[config.mk]
export PLATFORM = sky130hd
export DESIGN_NAME = sti_front_flat
export DESIGN_NICKNAME = d
export VERILOG_FILES = /design/src/hdl/sti_pkg.sv /design/src/hdl/sti_if.sv /design/src/hdl/sti_front.sv /design/src/flat_wrapper.sv
export SDC_FILE = /design/constraint.sdc
export NUM_CORES = 1
export LEC_CHECK = 0
export BUFFER_PORTS_ARGS = -buffer_cell sky130_fd_sc_hd__buf_2
export CAP_MARGIN = 20
export CORE_MARGIN = 2
export CORE_UTILIZATION = 56
export CTS_BUF_LIST = sky130_fd_sc_hd__clkbuf_16
export CTS_CLUSTER_DIAMETER = 200
export CTS_CLUSTER_SIZE = 16
export DETAILED_ROUTE_END_ITERATION = 10
export PLACE_DENSITY_LB_ADDON = 0.08
export SLEW_MARGIN = 40
export SYNTH_ARGS = -nofsm -noshare
export SYNTH_HDL_FRONTEND = slang
export SYNTH_SLANG_ARGS = --single-unit
[constraint.sdc]
create_clock -name i_clk -period 10 [get_ports i_clk]
set_input_delay 1 -clock i_clk [delete_from_list [all_inputs] [get_ports i_clk]]
set_output_delay 1 -clock i_clk [all_outputs]
set_load 0.02 [all_outputs]
[src/hdl/sti_pkg.sv]
`default_nettype none
package sti_pkg;
    localparam int CordicSteps = 16;
    localparam int AtanEntries = 24;
    localparam int XW = 50;

    typedef enum logic [2:0] {
        REG_RADIUS = 3'd0,
        REG_WIDTH  = 3'd1,
        REG_START  = 3'd2,
        REG_POWER  = 3'd3,
        REG_JAM    = 3'd4,
        REG_AUTO   = 3'd5,
        REG_RATE   = 3'd6
    } t_reg_idx;

    typedef enum logic [2:0] {
        ST_IDLE,
        ST_SQ,
        ST_CORDIC,
        ST_DIV,
        ST_OUT
    } t_state;

    typedef struct packed {
        logic               mode;
        logic signed [23:0] x;
        logic signed [23:0] y;
        logic signed [23:0] z;
        logic        [9:0]  ms;
    } t_item;

    typedef struct packed {
        logic        in_sector;
        logic [22:0] jam_power;
        logic [15:0] heading;
    } t_result;

    function automatic logic [31:0] atan_turn(input logic [4:0] i);
        logic [31:0] v;
        unique case (i)
            5'd0:  v = 32'h20000000;
            5'd1:  v = 32'h12E4051E;
            5'd2:  v = 32'h09FB385B;
            5'd3:  v = 32'h051111D4;
            5'd4:  v = 32'h028B0D43;
            5'd5:  v = 32'h0145D7E1;
            5'd6:  v = 32'h00A2F61E;
            5'd7:  v = 32'h00517C55;
            5'd8:  v = 32'h0028BE53;
            5'd9:  v = 32'h00145F2F;
            5'd10: v = 32'h000A2F98;
            5'd11: v = 32'h000517CC;
            5'd12: v = 32'h00028BE6;
            5'd13: v = 32'h000145F3;
            5'd14: v = 32'h0000A2FA;
            5'd15: v = 32'h0000517D;
            5'd16: v = 32'h000028BE;
            5'd17: v = 32'h0000145F;
            5'd18: v = 32'h00000A30;
            5'd19: v = 32'h00000518;
            5'd20: v = 32'h0000028C;
            5'd21: v = 32'h00000146;
            5'd22: v = 32'h000000A3;
            5'd23: v = 32'h00000051;
            default: v = 32'h0;
        endcase
        return v;
    endfunction
endpackage
`default_nettype wire

[src/hdl/sti_if.sv]
`default_nettype none
interface sti_in_if;
    logic          valid;
    logic          ready;
    sti_pkg::t_item data;
    modport source (output valid, output data, input ready);
    modport sink   (input valid, input data, output ready);
endinterface

`default_nettype wire

[src/hdl/sti_front.sv]
`default_nettype none
// two-entry queue between the input channel and the engine
module sti_front (
    input  wire logic          i_clk,
    input  wire logic          i_rst_n,
    sti_in_if.sink             in_ch,
    output sti_pkg::t_item     o_item,
    output logic               o_valid,
    input  wire logic          i_take
);
    sti_pkg::t_item r_q [2];
    logic           r_rd, r_wr;
    logic [1:0]     r_cnt;
    logic           w_push, w_pop;

    assign in_ch.ready = (r_cnt != 2'd2);
    assign w_push = in_ch.valid && in_ch.ready;
    assign w_pop  = i_take && o_valid;
    assign o_valid = (r_cnt != 2'd0);
    assign o_item = r_q[r_rd];

    always_ff @(posedge i_clk) begin
        if (!i_rst_n) begin
            r_rd <= 1'b0;
            r_wr <= 1'b0;
            r_cnt <= 2'd0;
        end else begin
            if (w_push) r_wr <= ~r_wr;
            if (w_pop) r_rd <= ~r_rd;
            r_cnt <= r_cnt + {1'b0, w_push} - {1'b0, w_pop};
        end
    end

    always_ff @(posedge i_clk) begin
        if (w_push) r_q[r_wr] <= in_ch.data;
    end
endmodule
`default_nettype wire

[src/flat_wrapper.sv]
// flat-port wrapper written by rule: the top's interface ports become plain ports
module sti_front_flat 
  (i_clk, i_rst_n, o_item, o_valid, i_take, in_ch_valid, in_ch_data, in_ch_ready);
  sti_in_if in_ch_i ();
  input  wire logic i_clk;
  input  wire logic i_rst_n;
  output sti_pkg::t_item o_item;
  output logic o_valid;
  input  wire logic i_take;
  input wire logic [$bits(in_ch_i.valid)-1:0] in_ch_valid;
  input wire logic [$bits(in_ch_i.data)-1:0] in_ch_data;
  output wire logic [$bits(in_ch_i.ready)-1:0] in_ch_ready;
  assign in_ch_i.valid = in_ch_valid;
  assign in_ch_i.data = in_ch_data;
  assign in_ch_ready = in_ch_i.ready;
  sti_front u_core (.i_clk(i_clk), .i_rst_n(i_rst_n), .in_ch(in_ch_i), .o_item(o_item), .o_valid(o_valid), .i_take(i_take));
endmodule
==> out/summary.txt <==
Vias in the first global route: 3306
Net Count, Synth: 374
Synthesis Warnings: 0
Pwr Density: 273 nW/um^2
# DRC: 0
Synth Instances: 285
Minimum clock period: 3.58 ns
CP Class: reg2out
Final instance area: 8070 um^2
Final setup fails: 0
GRT Overall Usage: 17.6%
Post-CTS Setup Repair Bufs: 0
Area leader, netlist: edfxtp_1
Fmax: 0.279 GHz
IO Port Bufs: 171
Clk Latency, worst-skew pair: 0.41 ns
Routed vias/inst: 5.03
Unrepaired setup endpoints after global routing: false
Worst Setup Start Kind: flip-flop
Max transition margin: 45.2%
Root Buffer: clkbuf_16
RD Place Congestion: 0.724
Bufs on Longest Clock Path: 2
Largest net degree at the start of global routing: 84
Leakage power: 0.00319 uW
CP max FO: 44
CP Capture Type: output port
Hold_sp: u_core.r_rd
Top-area cell type share of the netlist area: 75.8%
CTS sink cnt: 171
DP Area: 7500 um^2
WL/cell: 17.8 um
Post-synthesis sequential area ratio: 77.3%
Hold_buf cts: 0
Status: complete, no violations
Final net count: 558
Post-Route WL: 11100 um
GR Overflow Total: 0
Layout Skew: 0.0109 ns
Initial core utilization: 57.6%
Initial drt markers: 152
Avg Cell Area, Syn: 23.1 um^2
Period utilisation layout: 35.8%
Vias: 3136
Die area: 12600 um^2
Hold Violations, Final: 0
Max-slew violation count: 0
Die Ht: 112 um
Maxcap violations: 0
CTS Buf Count: 17
Final ANT Viol Nets: 0
CP Data Required Time: 9.00 ns
FF-to-FF Start: u_core.r_cnt[0]
Number of synthesized register bits: 171
Hold/Removal Path Class: reg2reg
CTS tree: yes
Netlist cell types: 22
Most used DFF post-synth: edfxtp_1
Synth-to-layout area growth: 22.6%
Chip Width: 112 um
Post-CTS resize count: 0
H-tree level count: 4
Final core utilization: 70.6%
Core footprint: 11400 um^2
Worst-margin pin slew: 0.822 ns
Fin Setup TNS: 0 ns
Ratio of cells with drive above 1 in the final layout: 59.4%
Initial antenna violation count: 0
Asr flop ratio synth: 0%
Placed wire-length estimate: 7120 um
CTS clk-pin slew, worst paths: 0.06 ns
First-pass GRT wire length: 16500 um
Io pins: 172
Crit path DAT: 2.58 ns
DR pass1 iterations: 6
Number of flops mapped to enable cells by yosys: 166
Mapped Area: 6580 um^2
Maximum VDD drop: 191 uV
Synth top area cells: edfxtp_1, mux2_4, mux2_2
Diodes inserted: 0
Fillcell total: 767
Num rows: 39
## path summary, 6_finish.rpt
check	endpoint	slack [ns]	depth (start not counted)
setup / recovery	o_item[2]	6.42	3
hold / removal	u_core.r_rd	0.53	2
setup reg to reg	u_core.r_q[0][15]	8.01	4
hold reg to reg	u_core.r_rd	0.53	2
## synthesized netlist by cell type (2+ instances only)
master	n
buf_12	7
mux2_4	70
mux2_2	13
nor2_1	3
dfxtp_1	5
and2_1	3
inv_1	3
edfxtp_1	166
ha_1	2
## area by class of cell
type	instances	area, um^2	share of cell area, %
Clock buffer	17	425	5.27
Clock inverter	13	138	1.71
Inverter	3	11.3	0.140
Multi-Input combinational cell	102	1340	16.6
Sequential cell	171	5090	63.1
Tap cell	143	179	2.22
Timing Repair Buffer	174	886	11.0
## kinds of logic after synthesis
family                     synth area share (%)
buffers and inverters                      2.55
muxes                                      18.2
adders and majority gates                 0.380
xor gates and xnor gates                  0.266
DFF                                        77.3
and+or+nand+nor                            1.10
AOI/OAI and AO/OA                         0.190
## where the power goes
group,internal [uW],switching [uW]
logic,284,330
clock network,383,240
registers,910,57.7
total,1580,627
## state kept, by name (all words and copies together) (netlist names), named ones only
name          cells
u_core.r_cnt      2
u_core.r_q      166
u_core.r_rd       1
u_core.r_wr       1
## through the flow
| stage | power, uW | cells | hold WS [ns] | setup WS (ns) |
|---|---|---|---|---|
| 6_report | 2200 | 623 | 0.530 | 6.42 |
| 4_1_cts | 2230 | 623 | 0.537 | 6.37 |
| 3_3_place_gp | 1590 | 593 | 0.495 | 6.82 |
| 3_5_place_dp | 1610 | 593 | 0.519 | 6.82 |
| 5_1_grt | 2290 | 623 | 0.562 | 6.27 |
| 2_1_floorplan | 1470 | 285 | 0.453 | 4.63 |
## layer usage
metal	global-route usage [%]	part of all wire [%]
met2	29.7	52
met5	0	0
met1	20.8	40
met4	6.34	1.2
met3	6.97	6.2
## critical path: stages, from the launching register on
cell	delay, ns
dfxtp_4	0.82
buf_4	0.72
mux2_2	0.41
buf_2	0.16
## cells in the final DEF (no fill, tap or decap), drive strengths merged, types with 3 or more instances in the layout
cell type    n
buf        174
edfxtp     166
mux2        83
clkbuf      17
inv          6
dfxtp        5
clkinv       5
and2         3
nor2         3
bufinv       3
(Power assumes the default switching activity.)
